--- src/rtl/prr_pkg.sv ---
// Shared types and constants for the permutation rank/unrank block.
// No dependencies; used by prr_alu and permutation_rank_unrank.
`timescale 1ns / 1ps
`default_nettype none

package prr_pkg;

    localparam int MAX_LENGTH = 12;
    localparam int IDX_W      = $clog2(MAX_LENGTH);
    localparam int CNT_W      = $clog2(MAX_LENGTH + 1);
    localparam int ELEM_W     = 4;
    localparam int LEN_W      = 4;
    localparam int RANK_W     = 29;
    localparam int DIV_STEPS  = RANK_W;
    localparam int STEP_W     = $clog2(DIV_STEPS);

    localparam int IN_DATA_W  = ((ELEM_W + RANK_W + 7) / 8) * 8;
    localparam int OUT_DATA_W = ((RANK_W + ELEM_W + 1 + 7) / 8) * 8;

    localparam int APB_ADDR_W = 3;
    localparam int APB_DATA_W = 32;

    localparam logic [LEN_W-1:0]      LEN_RESET        = LEN_W'(8);
    localparam logic [APB_ADDR_W-1:0] ADDR_PERM_LENGTH = APB_ADDR_W'(0);

    localparam logic FUNC_LOAD    = 1'b0;
    localparam logic FUNC_UNRANK  = 1'b1;
    localparam logic KIND_RANK    = 1'b0;
    localparam logic KIND_ELEMENT = 1'b1;

    typedef enum logic {
        ALU_MUL,
        ALU_DIV
    } alu_op_t;

    typedef struct packed {
        logic              start;
        alu_op_t           op;
        logic [RANK_W-1:0] a;
        logic [CNT_W-1:0]  b;
    } alu_req_t;

    typedef struct packed {
        logic              done;
        logic [RANK_W-1:0] quo;
        logic [CNT_W-1:0]  rem;
    } alu_rsp_t;

    typedef enum logic [3:0] {
        ST_IDLE,
        ST_RK_RD,
        ST_RK_MUL,
        ST_RK_ACC,
        ST_RK_WGT,
        ST_RK_OUT,
        ST_UR_INIT,
        ST_UR_DIV,
        ST_UR_DWAIT,
        ST_UR_RDJ,
        ST_UR_RDK,
        ST_UR_SWAP,
        ST_UR_RD0,
        ST_UR_FIN0,
        ST_UR_EMIT
    } state_t;

endpackage

`default_nettype wire

--- src/rtl/prr_ram.sv ---
// Generic single-write, single-read RAM with registered read data.
// No dependencies.
`timescale 1ns / 1ps
`default_nettype none

module prr_ram #(
    parameter int WIDTH = 4,
    parameter int DEPTH = 12
) (
    input  wire logic                     clk,
    input  wire logic                     we,
    input  wire logic [$clog2(DEPTH)-1:0] waddr,
    input  wire logic [WIDTH-1:0]         wdata,
    input  wire logic [$clog2(DEPTH)-1:0] raddr,
    output logic      [WIDTH-1:0]         rdata
);

    logic [WIDTH-1:0] mem_reg [DEPTH];
    logic [WIDTH-1:0] rdata_reg;

    always_ff @(posedge clk)
    begin
        if (we)
        begin
            mem_reg[waddr] <= wdata;
        end
        rdata_reg <= mem_reg[raddr];
    end

    assign rdata = rdata_reg;

endmodule

`default_nettype wire

--- src/rtl/prr_alu.sv ---
// Shared arithmetic unit: registered narrow multiply, bit-serial restoring divide.
// Depends on prr_pkg.
`timescale 1ns / 1ps
`default_nettype none

module prr_alu (
    input  wire logic              clk,
    input  wire logic              rst_n,
    input  wire prr_pkg::alu_req_t req,
    output prr_pkg::alu_rsp_t      rsp
);

    localparam int PROD_W = prr_pkg::RANK_W + prr_pkg::CNT_W;

    logic                                busy_reg, busy_next;
    logic                                done_reg, done_next;
    logic [prr_pkg::STEP_W-1:0]          cnt_reg, cnt_next;
    logic [prr_pkg::CNT_W-1:0]           div_reg, div_next;
    logic [prr_pkg::RANK_W-1:0]          quo_reg, quo_next;
    logic [prr_pkg::CNT_W-1:0]           rem_reg, rem_next;

    logic [prr_pkg::CNT_W:0]             trial;
    logic [prr_pkg::CNT_W:0]             diff;
    logic                                fits;
    logic [PROD_W-1:0]                   product;

    // partial remainder with the next dividend bit shifted in
    assign trial   = {rem_reg, quo_reg[prr_pkg::RANK_W-1]};
    assign fits    = trial >= {1'b0, div_reg};
    assign diff    = trial - {1'b0, div_reg};
    assign product = PROD_W'(req.a) * PROD_W'(req.b);

    always_comb
    begin
        busy_next = busy_reg;
        done_next = 1'b0;
        cnt_next  = cnt_reg;
        div_next  = div_reg;
        quo_next  = quo_reg;
        rem_next  = rem_reg;
        if (busy_reg)
        begin
            quo_next = {quo_reg[prr_pkg::RANK_W-2:0], fits};
            rem_next = fits ? prr_pkg::CNT_W'(diff) : prr_pkg::CNT_W'(trial);
            cnt_next = cnt_reg - prr_pkg::STEP_W'(1);
            if (cnt_reg == '0)
            begin
                busy_next = 1'b0;
                done_next = 1'b1;
            end
        end
        else if (req.start)
        begin
            if (req.op == prr_pkg::ALU_MUL)
            begin
                quo_next  = prr_pkg::RANK_W'(product);
                done_next = 1'b1;
            end
            else
            begin
                quo_next  = req.a;
                rem_next  = '0;
                div_next  = req.b;
                cnt_next  = prr_pkg::STEP_W'(prr_pkg::DIV_STEPS - 1);
                busy_next = 1'b1;
            end
        end
    end

    always_ff @(posedge clk or negedge rst_n)
    begin
        if (!rst_n)
        begin
            busy_reg <= 1'b0;
            done_reg <= 1'b0;
        end
        else
        begin
            busy_reg <= busy_next;
            done_reg <= done_next;
        end
    end

    always_ff @(posedge clk)
    begin
        cnt_reg <= cnt_next;
        div_reg <= div_next;
        quo_reg <= quo_next;
        rem_reg <= rem_next;
    end

    assign rsp.done = done_reg;
    assign rsp.quo  = quo_reg;
    assign rsp.rem  = rem_reg;

    a_no_start_busy: assert property (@(posedge clk) disable iff (!rst_n)
        req.start |-> !busy_reg)
        else $error("alu started while a divide is running");

endmodule

`default_nettype wire

--- src/rtl/permutation_rank_unrank.sv ---
// Top level: permutation rank/unrank sequencer, load state and stream/APB ports.
// Depends on prr_pkg, prr_ram and prr_alu.
//
//   Channel   Direction  Payload
//   s_axis    in         tuser: func; tdata: element, rank_in
//   m_axis    out        tuser: kind; tlast: last; tdata: rank_out, element_out, not_perm
//   apb       in/out     perm_length at byte address 0
//
// Rank: one loaded element per cycle while idle, then per position a table read and two
// multiplier passes (RK_RD, RK_MUL, RK_ACC, RK_WGT); RK_OUT then sends the rank.
// Unrank: UR_INIT seeds the identity, each position runs the 29-step divider, UR_RD0 and
// UR_FIN0 fetch position 0, then one element per cycle is emitted while output is free.
// Reset clears the load state and sets perm_length to 8; tables need no clearing.
// s_axis_tready is low during a request; a full output register holds the sequencer.
`timescale 1ns / 1ps
`default_nettype none

module permutation_rank_unrank (
    input  wire logic                               clk,
    input  wire logic                               rst_n,
    input  wire logic                               psel,
    input  wire logic                               penable,
    input  wire logic                               pwrite,
    input  wire logic [prr_pkg::APB_ADDR_W-1:0]     paddr,
    input  wire logic [prr_pkg::APB_DATA_W-1:0]     pwdata,
    output logic      [prr_pkg::APB_DATA_W-1:0]     prdata,
    output logic                                    pready,
    input  wire logic                               s_axis_tvalid,
    output logic                                    s_axis_tready,
    // [3:0] element, [32:4] rank_in, rest zero
    input  wire logic [prr_pkg::IN_DATA_W-1:0]      s_axis_tdata,
    // [0] func
    input  wire logic                               s_axis_tuser,
    output logic                                    m_axis_tvalid,
    input  wire logic                               m_axis_tready,
    // [28:0] rank_out, [32:29] element_out, [33] not_perm, rest zero
    output logic      [prr_pkg::OUT_DATA_W-1:0]     m_axis_tdata,
    // [0] kind
    output logic                                    m_axis_tuser,
    output logic                                    m_axis_tlast
);

    localparam int MAXL   = prr_pkg::MAX_LENGTH;
    localparam int IDX_W  = prr_pkg::IDX_W;
    localparam int CNT_W  = prr_pkg::CNT_W;
    localparam int ELEM_W = prr_pkg::ELEM_W;
    localparam int LEN_W  = prr_pkg::LEN_W;
    localparam int RANK_W = prr_pkg::RANK_W;
    localparam int PAD_W  = prr_pkg::OUT_DATA_W - (RANK_W + ELEM_W + 1);

    prr_pkg::state_t state_reg, state_next;

    logic [LEN_W-1:0]  len_reg, len_next;
    logic [CNT_W-1:0]  load_count_reg, load_count_next;
    logic [MAXL-1:0]   seen_reg, seen_next;

    logic [CNT_W-1:0]  k_reg, k_next;
    logic [RANK_W-1:0] w_reg, w_next;
    logic [RANK_W-1:0] rank_reg, rank_next;
    logic [RANK_W-1:0] x_reg, x_next;
    logic [IDX_W-1:0]  j_reg, j_next;
    logic [ELEM_W-1:0] dj_reg, dj_next;
    logic [CNT_W-1:0]  idx_reg, idx_next;
    logic              bad_reg, bad_next;
    logic [ELEM_W-1:0] fin_reg [MAXL];

    logic              out_valid_reg, out_valid_next;
    logic              out_kind_reg, out_kind_next;
    logic              out_last_reg, out_last_next;
    logic              out_np_reg, out_np_next;
    logic [RANK_W-1:0] out_rank_reg, out_rank_next;
    logic [ELEM_W-1:0] out_elem_reg, out_elem_next;

    logic              in_accept;
    logic              in_func;
    logic [ELEM_W-1:0] in_elem;
    logic [RANK_W-1:0] in_rank;
    logic              cfg_write;
    logic [CNT_W-1:0]  n_eff;
    logic [MAXL-1:0]   full_mask;
    logic              elem_ok;
    logic [MAXL-1:0]   new_seen;
    logic [CNT_W-1:0]  count_inc;
    logic              load_done;
    logic              load_bad;
    logic              slot_free;
    logic              out_load;

    logic              elem_we, inv_we, perm_we, fin_we;
    logic [IDX_W-1:0]  elem_waddr, inv_waddr, perm_waddr, fin_waddr;
    logic [ELEM_W-1:0] elem_wdata, perm_wdata, fin_wdata;
    logic [IDX_W-1:0]  inv_wdata;
    logic [IDX_W-1:0]  step_raddr, perm_raddr;
    logic [ELEM_W-1:0] elem_rdata, perm_rdata;
    logic [IDX_W-1:0]  inv_rdata;

    prr_pkg::alu_req_t alu_req;
    prr_pkg::alu_rsp_t alu_rsp;

    assign in_func   = s_axis_tuser;
    assign in_elem   = s_axis_tdata[ELEM_W-1:0];
    assign in_rank   = s_axis_tdata[ELEM_W +: RANK_W];
    assign in_accept = s_axis_tvalid && s_axis_tready;
    assign s_axis_tready = (state_reg == prr_pkg::ST_IDLE);

    assign pready    = 1'b1;
    assign cfg_write = psel && penable && pwrite && (paddr == prr_pkg::ADDR_PERM_LENGTH);
    assign prdata    = (paddr == prr_pkg::ADDR_PERM_LENGTH) ?
                       prr_pkg::APB_DATA_W'(len_reg) : '0;

    // length clamp: zero acts as one, oversize acts as the maximum
    always_comb
    begin
        if (len_reg == '0)
        begin
            n_eff = CNT_W'(1);
        end
        else if (32'(len_reg) > MAXL)
        begin
            n_eff = CNT_W'(MAXL);
        end
        else
        begin
            n_eff = CNT_W'(len_reg);
        end
    end

    always_comb
    begin
        for (int i = 0; i < MAXL; i++)
        begin
            full_mask[i] = (CNT_W'(i) < n_eff);
        end
    end

    assign elem_ok   = 32'(in_elem) < 32'(n_eff);
    assign new_seen  = seen_reg | (elem_ok ? (MAXL'(1) << IDX_W'(in_elem)) : '0);
    assign count_inc = load_count_reg + CNT_W'(1);
    assign load_done = (count_inc == n_eff);
    assign load_bad  = (new_seen != full_mask);
    assign slot_free = !out_valid_reg || m_axis_tready;

    prr_ram #(.WIDTH(ELEM_W), .DEPTH(MAXL)) u_elem_ram (
        .clk   (clk),
        .we    (elem_we),
        .waddr (elem_waddr),
        .wdata (elem_wdata),
        .raddr (step_raddr),
        .rdata (elem_rdata)
    );

    prr_ram #(.WIDTH(IDX_W), .DEPTH(MAXL)) u_inv_ram (
        .clk   (clk),
        .we    (inv_we),
        .waddr (inv_waddr),
        .wdata (inv_wdata),
        .raddr (step_raddr),
        .rdata (inv_rdata)
    );

    prr_ram #(.WIDTH(ELEM_W), .DEPTH(MAXL)) u_perm_ram (
        .clk   (clk),
        .we    (perm_we),
        .waddr (perm_waddr),
        .wdata (perm_wdata),
        .raddr (perm_raddr),
        .rdata (perm_rdata)
    );

    prr_alu u_alu (
        .clk   (clk),
        .rst_n (rst_n),
        .req   (alu_req),
        .rsp   (alu_rsp)
    );

    // next state
    always_comb
    begin
        state_next = state_reg;
        case (state_reg)
            prr_pkg::ST_IDLE:
            begin
                if (in_accept)
                begin
                    if (in_func == prr_pkg::FUNC_UNRANK)
                    begin
                        state_next = prr_pkg::ST_UR_INIT;
                    end
                    else if (load_done)
                    begin
                        state_next = (load_bad || n_eff == CNT_W'(1)) ?
                                     prr_pkg::ST_RK_OUT : prr_pkg::ST_RK_RD;
                    end
                end
            end
            prr_pkg::ST_RK_RD:   state_next = prr_pkg::ST_RK_MUL;
            prr_pkg::ST_RK_MUL:  state_next = prr_pkg::ST_RK_ACC;
            prr_pkg::ST_RK_ACC:
            begin
                if (alu_rsp.done)
                begin
                    state_next = prr_pkg::ST_RK_WGT;
                end
            end
            prr_pkg::ST_RK_WGT:
            begin
                if (alu_rsp.done)
                begin
                    state_next = (k_reg > CNT_W'(2)) ? prr_pkg::ST_RK_RD : prr_pkg::ST_RK_OUT;
                end
            end
            prr_pkg::ST_RK_OUT:
            begin
                if (slot_free)
                begin
                    state_next = prr_pkg::ST_IDLE;
                end
            end
            prr_pkg::ST_UR_INIT:
            begin
                if (idx_reg == n_eff - CNT_W'(1))
                begin
                    state_next = (n_eff > CNT_W'(1)) ? prr_pkg::ST_UR_DIV : prr_pkg::ST_UR_RD0;
                end
            end
            prr_pkg::ST_UR_DIV:  state_next = prr_pkg::ST_UR_DWAIT;
            prr_pkg::ST_UR_DWAIT:
            begin
                if (alu_rsp.done)
                begin
                    state_next = prr_pkg::ST_UR_RDJ;
                end
            end
            prr_pkg::ST_UR_RDJ:  state_next = prr_pkg::ST_UR_RDK;
            prr_pkg::ST_UR_RDK:  state_next = prr_pkg::ST_UR_SWAP;
            prr_pkg::ST_UR_SWAP:
            begin
                state_next = (k_reg > CNT_W'(2)) ? prr_pkg::ST_UR_DIV : prr_pkg::ST_UR_RD0;
            end
            prr_pkg::ST_UR_RD0:  state_next = prr_pkg::ST_UR_FIN0;
            prr_pkg::ST_UR_FIN0: state_next = prr_pkg::ST_UR_EMIT;
            prr_pkg::ST_UR_EMIT:
            begin
                if (slot_free && idx_reg == n_eff - CNT_W'(1))
                begin
                    state_next = prr_pkg::ST_IDLE;
                end
            end
            default:             state_next = prr_pkg::ST_IDLE;
        endcase
    end

    // table, multiplier/divider and output strobes
    always_comb
    begin
        elem_we    = 1'b0;
        elem_waddr = IDX_W'(load_count_reg);
        elem_wdata = in_elem;
        inv_we     = 1'b0;
        inv_waddr  = IDX_W'(in_elem);
        inv_wdata  = IDX_W'(load_count_reg);
        step_raddr = IDX_W'(k_reg - CNT_W'(1));
        perm_we    = 1'b0;
        perm_waddr = IDX_W'(idx_reg);
        perm_wdata = ELEM_W'(idx_reg);
        perm_raddr = IDX_W'(k_reg - CNT_W'(1));
        fin_we     = 1'b0;
        fin_waddr  = IDX_W'(k_reg - CNT_W'(1));
        fin_wdata  = dj_reg;
        out_load   = 1'b0;
        alu_req.start = 1'b0;
        alu_req.op    = prr_pkg::ALU_MUL;
        alu_req.a     = w_reg;
        alu_req.b     = k_reg;
        case (state_reg)
            prr_pkg::ST_IDLE:
            begin
                if (in_accept && in_func == prr_pkg::FUNC_LOAD)
                begin
                    elem_we = 1'b1;
                    inv_we  = elem_ok;
                end
            end
            prr_pkg::ST_RK_MUL:
            begin
                // s = element at k-1, p = position of value k-1; move s into p
                elem_we       = 1'b1;
                elem_waddr    = inv_rdata;
                elem_wdata    = elem_rdata;
                inv_we        = 1'b1;
                inv_waddr     = IDX_W'(elem_rdata);
                inv_wdata     = inv_rdata;
                alu_req.start = 1'b1;
                alu_req.b     = CNT_W'(elem_rdata);
            end
            prr_pkg::ST_RK_ACC:
            begin
                alu_req.start = alu_rsp.done;
            end
            prr_pkg::ST_RK_OUT:
            begin
                out_load = slot_free;
            end
            prr_pkg::ST_UR_INIT:
            begin
                perm_we = 1'b1;
            end
            prr_pkg::ST_UR_DIV:
            begin
                alu_req.start = 1'b1;
                alu_req.op    = prr_pkg::ALU_DIV;
                alu_req.a     = x_reg;
            end
            prr_pkg::ST_UR_RDJ:
            begin
                perm_raddr = j_reg;
            end
            prr_pkg::ST_UR_SWAP:
            begin
                perm_we    = 1'b1;
                perm_waddr = j_reg;
                perm_wdata = perm_rdata;
                fin_we     = 1'b1;
            end
            prr_pkg::ST_UR_RD0:
            begin
                perm_raddr = '0;
            end
            prr_pkg::ST_UR_FIN0:
            begin
                fin_we    = 1'b1;
                fin_waddr = '0;
                fin_wdata = perm_rdata;
            end
            prr_pkg::ST_UR_EMIT:
            begin
                out_load = slot_free;
            end
            default:
            begin
            end
        endcase
    end

    // datapath and load state
    always_comb
    begin
        len_next        = len_reg;
        load_count_next = load_count_reg;
        seen_next       = seen_reg;
        k_next          = k_reg;
        w_next          = w_reg;
        rank_next       = rank_reg;
        x_next          = x_reg;
        j_next          = j_reg;
        dj_next         = dj_reg;
        idx_next        = idx_reg;
        bad_next        = bad_reg;
        out_valid_next  = out_valid_reg && !m_axis_tready;
        out_kind_next   = out_kind_reg;
        out_last_next   = out_last_reg;
        out_np_next     = out_np_reg;
        out_rank_next   = out_rank_reg;
        out_elem_next   = out_elem_reg;
        case (state_reg)
            prr_pkg::ST_IDLE:
            begin
                if (in_accept)
                begin
                    if (in_func == prr_pkg::FUNC_UNRANK)
                    begin
                        idx_next = '0;
                        x_next   = in_rank;
                        k_next   = n_eff;
                    end
                    else if (load_done)
                    begin
                        load_count_next = '0;
                        seen_next       = '0;
                        k_next          = n_eff;
                        w_next          = RANK_W'(1);
                        rank_next       = '0;
                        bad_next        = load_bad;
                    end
                    else
                    begin
                        load_count_next = count_inc;
                        seen_next       = new_seen;
                    end
                end
            end
            prr_pkg::ST_RK_ACC:
            begin
                if (alu_rsp.done)
                begin
                    rank_next = rank_reg + alu_rsp.quo;
                end
            end
            prr_pkg::ST_RK_WGT:
            begin
                if (alu_rsp.done)
                begin
                    w_next = alu_rsp.quo;
                    k_next = k_reg - CNT_W'(1);
                end
            end
            prr_pkg::ST_UR_INIT:
            begin
                idx_next = idx_reg + CNT_W'(1);
            end
            prr_pkg::ST_UR_DWAIT:
            begin
                if (alu_rsp.done)
                begin
                    x_next = alu_rsp.quo;
                    j_next = IDX_W'(alu_rsp.rem);
                end
            end
            prr_pkg::ST_UR_RDK:
            begin
                dj_next = perm_rdata;
            end
            prr_pkg::ST_UR_SWAP:
            begin
                k_next = k_reg - CNT_W'(1);
            end
            prr_pkg::ST_UR_FIN0:
            begin
                idx_next = '0;
            end
            prr_pkg::ST_UR_EMIT:
            begin
                if (slot_free)
                begin
                    idx_next = idx_reg + CNT_W'(1);
                end
            end
            default:
            begin
            end
        endcase

        if (out_load)
        begin
            out_valid_next = 1'b1;
            if (state_reg == prr_pkg::ST_RK_OUT)
            begin
                out_kind_next = prr_pkg::KIND_RANK;
                out_last_next = 1'b1;
                out_np_next   = bad_reg;
                out_rank_next = bad_reg ? '0 : rank_reg;
                out_elem_next = '0;
            end
            else
            begin
                out_kind_next = prr_pkg::KIND_ELEMENT;
                out_last_next = (idx_reg == n_eff - CNT_W'(1));
                out_np_next   = 1'b0;
                out_rank_next = '0;
                out_elem_next = fin_reg[IDX_W'(idx_reg)];
            end
        end

        // a length write abandons any partial load
        if (cfg_write)
        begin
            len_next        = pwdata[LEN_W-1:0];
            load_count_next = '0;
            seen_next       = '0;
        end
    end

    always_ff @(posedge clk or negedge rst_n)
    begin
        if (!rst_n)
        begin
            state_reg      <= prr_pkg::ST_IDLE;
            len_reg        <= prr_pkg::LEN_RESET;
            load_count_reg <= '0;
            seen_reg       <= '0;
            idx_reg        <= '0;
            out_valid_reg  <= 1'b0;
        end
        else
        begin
            state_reg      <= state_next;
            len_reg        <= len_next;
            load_count_reg <= load_count_next;
            seen_reg       <= seen_next;
            idx_reg        <= idx_next;
            out_valid_reg  <= out_valid_next;
        end
    end

    always_ff @(posedge clk)
    begin
        k_reg        <= k_next;
        w_reg        <= w_next;
        rank_reg     <= rank_next;
        x_reg        <= x_next;
        j_reg        <= j_next;
        dj_reg       <= dj_next;
        bad_reg      <= bad_next;
        out_kind_reg <= out_kind_next;
        out_last_reg <= out_last_next;
        out_np_reg   <= out_np_next;
        out_rank_reg <= out_rank_next;
        out_elem_reg <= out_elem_next;
        if (fin_we)
        begin
            fin_reg[fin_waddr] <= fin_wdata;
        end
    end

    assign m_axis_tvalid = out_valid_reg;
    assign m_axis_tuser  = out_kind_reg;
    assign m_axis_tlast  = out_last_reg;
    assign m_axis_tdata  = {PAD_W'(0), out_np_reg, out_elem_reg, out_rank_reg};

    a_alu_done_waited: assert property (@(posedge clk) disable iff (!rst_n)
        alu_rsp.done |-> (state_reg == prr_pkg::ST_RK_ACC ||
                          state_reg == prr_pkg::ST_RK_WGT ||
                          state_reg == prr_pkg::ST_UR_DWAIT))
        else $error("alu result arrived outside a wait state");

    a_load_bound: assert property (@(posedge clk) disable iff (!rst_n)
        (state_reg == prr_pkg::ST_IDLE) |-> (load_count_reg < n_eff))
        else $error("load count reached the permutation length while idle");

    a_step_range: assert property (@(posedge clk) disable iff (!rst_n)
        (state_reg == prr_pkg::ST_RK_RD || state_reg == prr_pkg::ST_UR_DIV) |->
        (k_reg >= CNT_W'(2) && k_reg <= n_eff))
        else $error("step position out of range");

    a_last_ends_request: assert property (@(posedge clk) disable iff (!rst_n)
        (out_load && out_last_next) |=> (state_reg == prr_pkg::ST_IDLE))
        else $error("sequencer still busy after the last result of a request");

endmodule

`default_nettype wire
--- config.mk ---
export PLATFORM = sky130hd
export DESIGN_NAME = permutation_rank_unrank
export DESIGN_NICKNAME = d
export VERILOG_FILES = /design/src/rtl/prr_pkg.sv /design/src/rtl/prr_ram.sv /design/src/rtl/prr_alu.sv /design/src/rtl/permutation_rank_unrank.sv
export SDC_FILE = /design/constraint.sdc
export NUM_CORES = 1
export LEC_CHECK = 0
export CELL_PAD_IN_SITES_DETAIL_PLACEMENT = 0
export CELL_PAD_IN_SITES_GLOBAL_PLACEMENT = 2
export CORE_UTILIZATION = 47
export DETAILED_ROUTE_END_ITERATION = 8
export DONT_BUFFER_PORTS = 1
export PLACE_DENSITY = 0.95
export SYNTH_ARGS = -nofsm -noshare
export SYNTH_HDL_FRONTEND = slang
export SYNTH_SLANG_ARGS = --single-unit
--- constraint.sdc ---
create_clock -name clk -period 10.9 [get_ports clk]
set_clock_uncertainty 0.1 [all_clocks]
set_input_delay 2.18 -clock clk [delete_from_list [all_inputs] [get_ports clk]]
set_output_delay 2.18 -clock clk [all_outputs]
set_load 0.03 [all_outputs]
Word-level counts from Yosys, hierarchy flattened
Memories as Yosys holds them, arrays and structs flattened. A register that Yosys moved wholly into a read port is not among the register bits.
Cells that the tools add are included.

storage, ports and cells
  input port bits = 83
  flip-flop bits (word level) = 205
  word-level logic and storage cells = 223
  bits in writable memories = 192
  output and inout bits = 77
  memories = 4

memory list
  memory              depth  width  rd ports  clocked after memory_dff  write ports  RTL line                       source
  fin_reg             12     4      1         1                         1            permutation_rank_unrank.sv:65  logic [ELEM_W-1:0] fin_reg [MAXL];
  u_elem_ram.mem_reg  12     4      1         1                         1            prr_ram.sv:18                  logic [WIDTH-1:0] mem_reg [DEPTH];
  u_inv_ram.mem_reg   12     4      1         1                         1            prr_ram.sv:18
  u_perm_ram.mem_reg  12     4      1         1                         1            prr_ram.sv:18

cells by class
  equality and inequality tests = 31
  add/sub/neg operators = 7
  bitwise logic cells = 4
  order comparisons = 17
  shifts and indexed selects = 1
  reduce and logical (&&, ||, !) cells = 40
  multipliers = 1
  mux-type cells = 95

operators by type and width
  kind                  count
  $mux 29               13
  $pmux 29 s2           3
  $mux 4                37
  $mux 12               6
  $pmux 4 s15           1
  $mux 30               1
  $add 29x29->29        1
  $mul 29x4->29         1
  $eq 4x4->1 const B    7
  $mux 1                23
  $eq 4x3->1 const B    4
  $lt 3x4->1 const A    4
  $lt 4x4->1 const A    4
  $pmux 4 s4            1
  $reduce_and 4->1      4
  $mux 5                3
  $ne 2x1->1 const B    7
  $reduce_bool 2->1     7
  $ne 12x12->1          1
  $or 12x12->12         1
  $pmux 4 s3            1
  $shl 1x4->12 const A  1
  $ne 2x2->1 const B    5
  $reduce_and 5->1      2
  other kinds (31)      58

Depth between registers and ports, before layout
  word-level depth = 13
  mapped depth = 22
  mapped depth without buffers = 19

Modules after synthesis
Synthesis repeated with hierarchy kept, for this count alone.

second synthesis, totals
  cell total of the unflattened synthesis = 2114
  area total of the unflattened synthesis = 23724.0 µm²

modules (own cells, without submodules)
  module                   instances  cells an instance  area each (µm²)
  permutation_rank_unrank  1          1138               11936.4
  prr_ram                  3          101                2013.2
  prr_alu                  1          673                5748.0

Worst setup path before layout
OpenSTA, ideal clock, no wires.

  kind = input -> register
  start point = input port s_axis_tuser
  end point = register rank_reg[0] (enable)
  cell stages on the path = 4
  buffers on the path = 2
  setup slack = 5.560 ns
  data required time = 10.344 ns
  arrival time = 4.784 ns
  path through = buf_2 > or2_1 > clkbuf_1 > o21ai_0

on the way
  cells in the longest elaborated chain, start to end = 2

ends and longest elaborated chain
  element                            RTL line                        source
  from (decl)                        permutation_rank_unrank.sv:33   input wire logic s_axis_tuser,
  $ne 2x2->1 (no source line)        n/a
  $reduce_and 5->1 (no source line)  n/a
  to (signal assigned)               permutation_rank_unrank.sv:500  rank_reg <= rank_next;
  to (decl)                          permutation_rank_unrank.sv:59   logic [RANK_W-1:0] rank_reg, rank_next;

No other way between the ends.
A chain may end at the register's enable or synchronous reset.

Worst setup path in the final report
  start point = register state_reg[1]
  end point = register u_alu.quo_reg[21] (netlist name) (data pin)

on the way
  cells in the longest elaborated chain, start to end = 6
  elaborated cells between the ends (all ways) = 8
  those cells by class = 1 x mul; 2 x eq/ne; 5 x mux

ends and longest elaborated chain
  element                                   RTL line                        source
  from (decl)                               permutation_rank_unrank.sv:51   prr_pkg::state_t state_reg, state_next;
  from (signal assigned)                    permutation_rank_unrank.sv:478  state_reg <= prr_pkg::ST_IDLE;
  from (signal assigned)                    permutation_rank_unrank.sv:487  state_reg <= state_next;
  $eq 4x3->1 or $eq 4x2->1 (tied branches)  permutation_rank_unrank.sv:276  case (state_reg)
  $mux 30 or $mux 4 (tied branches)         permutation_rank_unrank.sv:276
  $mul 29x4->29                             prr_alu.sv:31                   assign product = PROD_W'(req.a) * PROD_W'(req.b);
  $mux 29 (*)                               prr_alu.sv:54                   if (req.op == prr_pkg::ALU_MUL)
  $mux 29 (*)                               prr_alu.sv:52                   else if (req.start)
  $mux 29 (*)                               prr_alu.sv:41                   if (busy_reg)
  net u_alu.quo_next (one bit)              prr_alu.sv:19                   logic [prr_pkg::RANK_W-1:0] quo_reg, quo_next;
  to (signal assigned)                      prr_alu.sv:88                   quo_reg <= quo_next;
  to (decl)                                 prr_alu.sv:19

The timed path passes the listed nets; every way through them passes the cells marked *. The select of a mux whose other input is x is not followed.

==> results.json <==
{
  "clkTransAtPathRegs_ps": 70,
  "ys.flop_type": "edfxtp_1",
  "synthDominantCellAreaShare_pct": 48.25,
  "r2r_end": "u_alu.quo_reg[21]",
  "seq_area_frac_synth_pct": 52.67,
  "cap_violations": 0,
  "track_usage_pct": 22.30,
  "min_path_cells": 0,
  "clk_latency_ps": 580,
  "synth_cells": 1973,
  "finalWirelength_mm": 54.23,
  "crit_fanout": 27,
  "clk_path_buf_depth": 3,
  "post-route-period-util_pct": 59.07,
  "avgSynthCellArea_um2": 11.67,
  "slew_headroom_pct": 10.85,
  "cts.sinks": 413,
  "async_reset_ff_share_pct": 7.506,
  "holdPathEnd": "j_reg[3]",
  "busiest_layer": "met2",
  "grt_use_met2_pct": 34.77,
  "grt_use_met1_pct": 31.49,
  "place_area_mm2": 0.02354,
  "fillerInstances": 4127,
  "cts_made_buffers": 44,
  "crit_start": "state_reg[1]",
  "via_count": 14990,
  "synth_edf_count": 370,
  "ys_types": 90,
  "synthTopCellsByArea": "edfxtp_1, mux4_2, fa_1, nor2_1, ha_1",
  "dr.pass1.iters": 5,
  "grt_pass1_wl_mm": 86.37,
  "startpoint_type": "register",
  "syn_area_mm2": 0.02303,
  "antenna_found_initial": 10,
  "status": "finished, final reports clean",
  "finalHoldViolations": 0,
  "antenna_left": 0,
  "die_x_um": 223.3,
  "synth_area_leader_cell": "edfxtp_1",
  "end_kind": "register",
  "worstMarginPinSlew_ps": 1323,
  "grt_setup_unrepaired": "no",
  "synth_common_cells": "edfxtp_1, nor2_1, nand2_1",
  "rows": 80,
  "arrival_ps": 6650,
  "finalNetCount": 2167,
  "final-setup-viol-count": 0,
  "ys.warnings.count": 0,
  "grt_start_max_net_pins": 53,
  "cts_max_level": 2,
  "setup_tns_ps": 0,
  "grt_pass1_vias": 15090,
  "hp-class": "register to register",
  "r2r_slack_ps": 4460,
  "final_cell_area_mm2": 0.02509,
  "crit_type": "register to register",
  "cts_resized": 0,
  "dp_hpwl_mm": 37.47,
  "place.gp.congestion": 0.8396,
  "cts_hold_buffers": 0,
  "worst_r2r_path_depth": 17,
  "use_met3_pct": 4.702,
  "drive_gt1_share_pct": 13.54,
  "area_delta_synth_final_pct": 8.938,
  "portBuffers": 0,
  "cp.required_ps": 11110,
  "synth.most_common_cell": "edfxtp_1",
  "layout_min_cycle_time_ps": 6438,
  "drc": 0,
  "cts_root_buf": "clkbuf_16",
  "pin_count": 160,
  "cts_tree": "done",
  "post_drt_wl_per_cell_um": 20.74,
  "r2r-start": "state_reg[1]",
  "min_from": "u_alu.rem_reg[3]",
  "grt-ovfl-total": 0,
  "initial_utilization_pct": 47.93,
  "vias_per_cell": 5.732,
  "dieArea_mm2": 0.04988,
  "slew_violations": 0,
  "core-area_mm2": 0.04805,
  "die_h_um": 223.3,
  "first_iter_violations": 1162,
  "max_freq_mhz": 155.3,
  "cts_setup_buffers": 0,
  "yosys_register_bits": 413
}
[metrics by stage]
step,hold WS [ps],setup slack [ps],util (%),instances
2_1_floorplan,326.1,5560,-,2006
3_3_place_gp,342.0,4556,48.99,2528
4_1_cts,383.2,4502,52.18,2609
3_5_place_dp,366.3,4559,48.99,2528
5_1_grt,386.6,3973,52.19,2611
6_report,374.9,4462,52.21,2615
[cell usage in the layout (no fill, tap or decap), types with 6 or more instances in the layout]
master / n
or2_2: 29
conb_1: 35
clkinv_2: 7
and2_1: 49
mux4_2: 48
o31ai_1: 8
nor3_1: 26
a22oi_1: 6
a21oi_1: 92
inv_1: 143
a31oi_1: 23
nor2b_1: 15
diode_2: 6
o21ai_0: 73
a21boi_0: 21
a211oi_1: 16
o21a_1: 11
and3_1: 32
buf_4: 22
dfxtp_1: 12
mux2_2: 55
o22a_1: 6
fa_1: 53
xor2_1: 35
xnor2_1: 33
clkinv_1: 7
mux2i_1: 15
ha_1: 72
edfxtp_1: 370
nand2b_1: 16
nor2_1: 249
clkbuf_16: 46
nand2_1: 144
or3_1: 6
a21o_1: 22
dfrtp_1: 29
bufinv_16: 7
nand3_1: 23
[how the worst max path moves through the flow]
| stage | cells past startpoint | endpoint | slack, ps |
|---|---|---|---|
| 6_report | 17 | u_alu.quo_reg[21] | 4460 |
| 3_3_place_gp | 17 | u_alu.quo_reg[21] | 4560 |
| 3_5_place_dp | 17 | u_alu.quo_reg[21] | 4560 |
| 2_1_floorplan | 4 | rank_reg[0] | 5560 |
| 4_1_cts | 17 | u_alu.quo_reg[21] | 4500 |
| 5_1_grt | 17 | u_alu.quo_reg[21] | 3970 |
[kinds of logic (layout without fill, tap and decap cells)]
| kind of cell | Yosys count | in the layout | synth area share (%) |
|---|---|---|---|
| AO/OA/AOI/OAI | 356 | 356 | 10.32 |
| other | 2 | 41 | 0.03261 |
| XOR/XNOR | 69 | 69 | 2.624 |
| multiplexers | 119 | 119 | 8.085 |
| AND/OR/NAND/NOR | 627 | 627 | 12.74 |
| adder cells (fa/ha/maj) | 125 | 125 | 8.520 |
| flip-flops | 413 | 413 | 52.67 |
| buffers and inverters | 262 | 250 | 5.010 |
[critical path: stages, from the launching register on]
cell      delay, ps
dfrtp_1         840
nor4b_4         640
and2_1          320
a21oi_2          40
buf_4           270
or2_2           350
fa_1            520
fa_1            610
inv_1            60
ha_1            300
a211oi_1        410
o21a_1          260
o211ai_1        240
a31o_2          300
a221oi_1        320
xor2_1          210
o21ai_0          90
mux2_2          270
[area by class of cell]
cell class              count  area, µm²  area share (%)
clock buffers              51       1170           4.664
multi-input cells        1331       9925           39.56
clock inverters            30      360.3           1.436
well taps                 615      769.5           3.067
inverters                 147      551.8           2.200
repair buffers             22      165.2          0.6584
diodes                      6      15.01         0.05985
flip-flops and latches    413      12130           48.35
[metal layers]
| layer | up-vias | wire length (µm) |
|---|---|---|
| met4 | 10 | 1333 |
| met1 | 7508 | 23960 |
| met2 | 389 | 25200 |
| li1 | 6997 | - |
| met3 | 85 | 3685 |
| met5 | - | 60 |
Power is not shown: default switching activity piles up to over one toggle a cycle in this logic, so the estimate is an artifact.
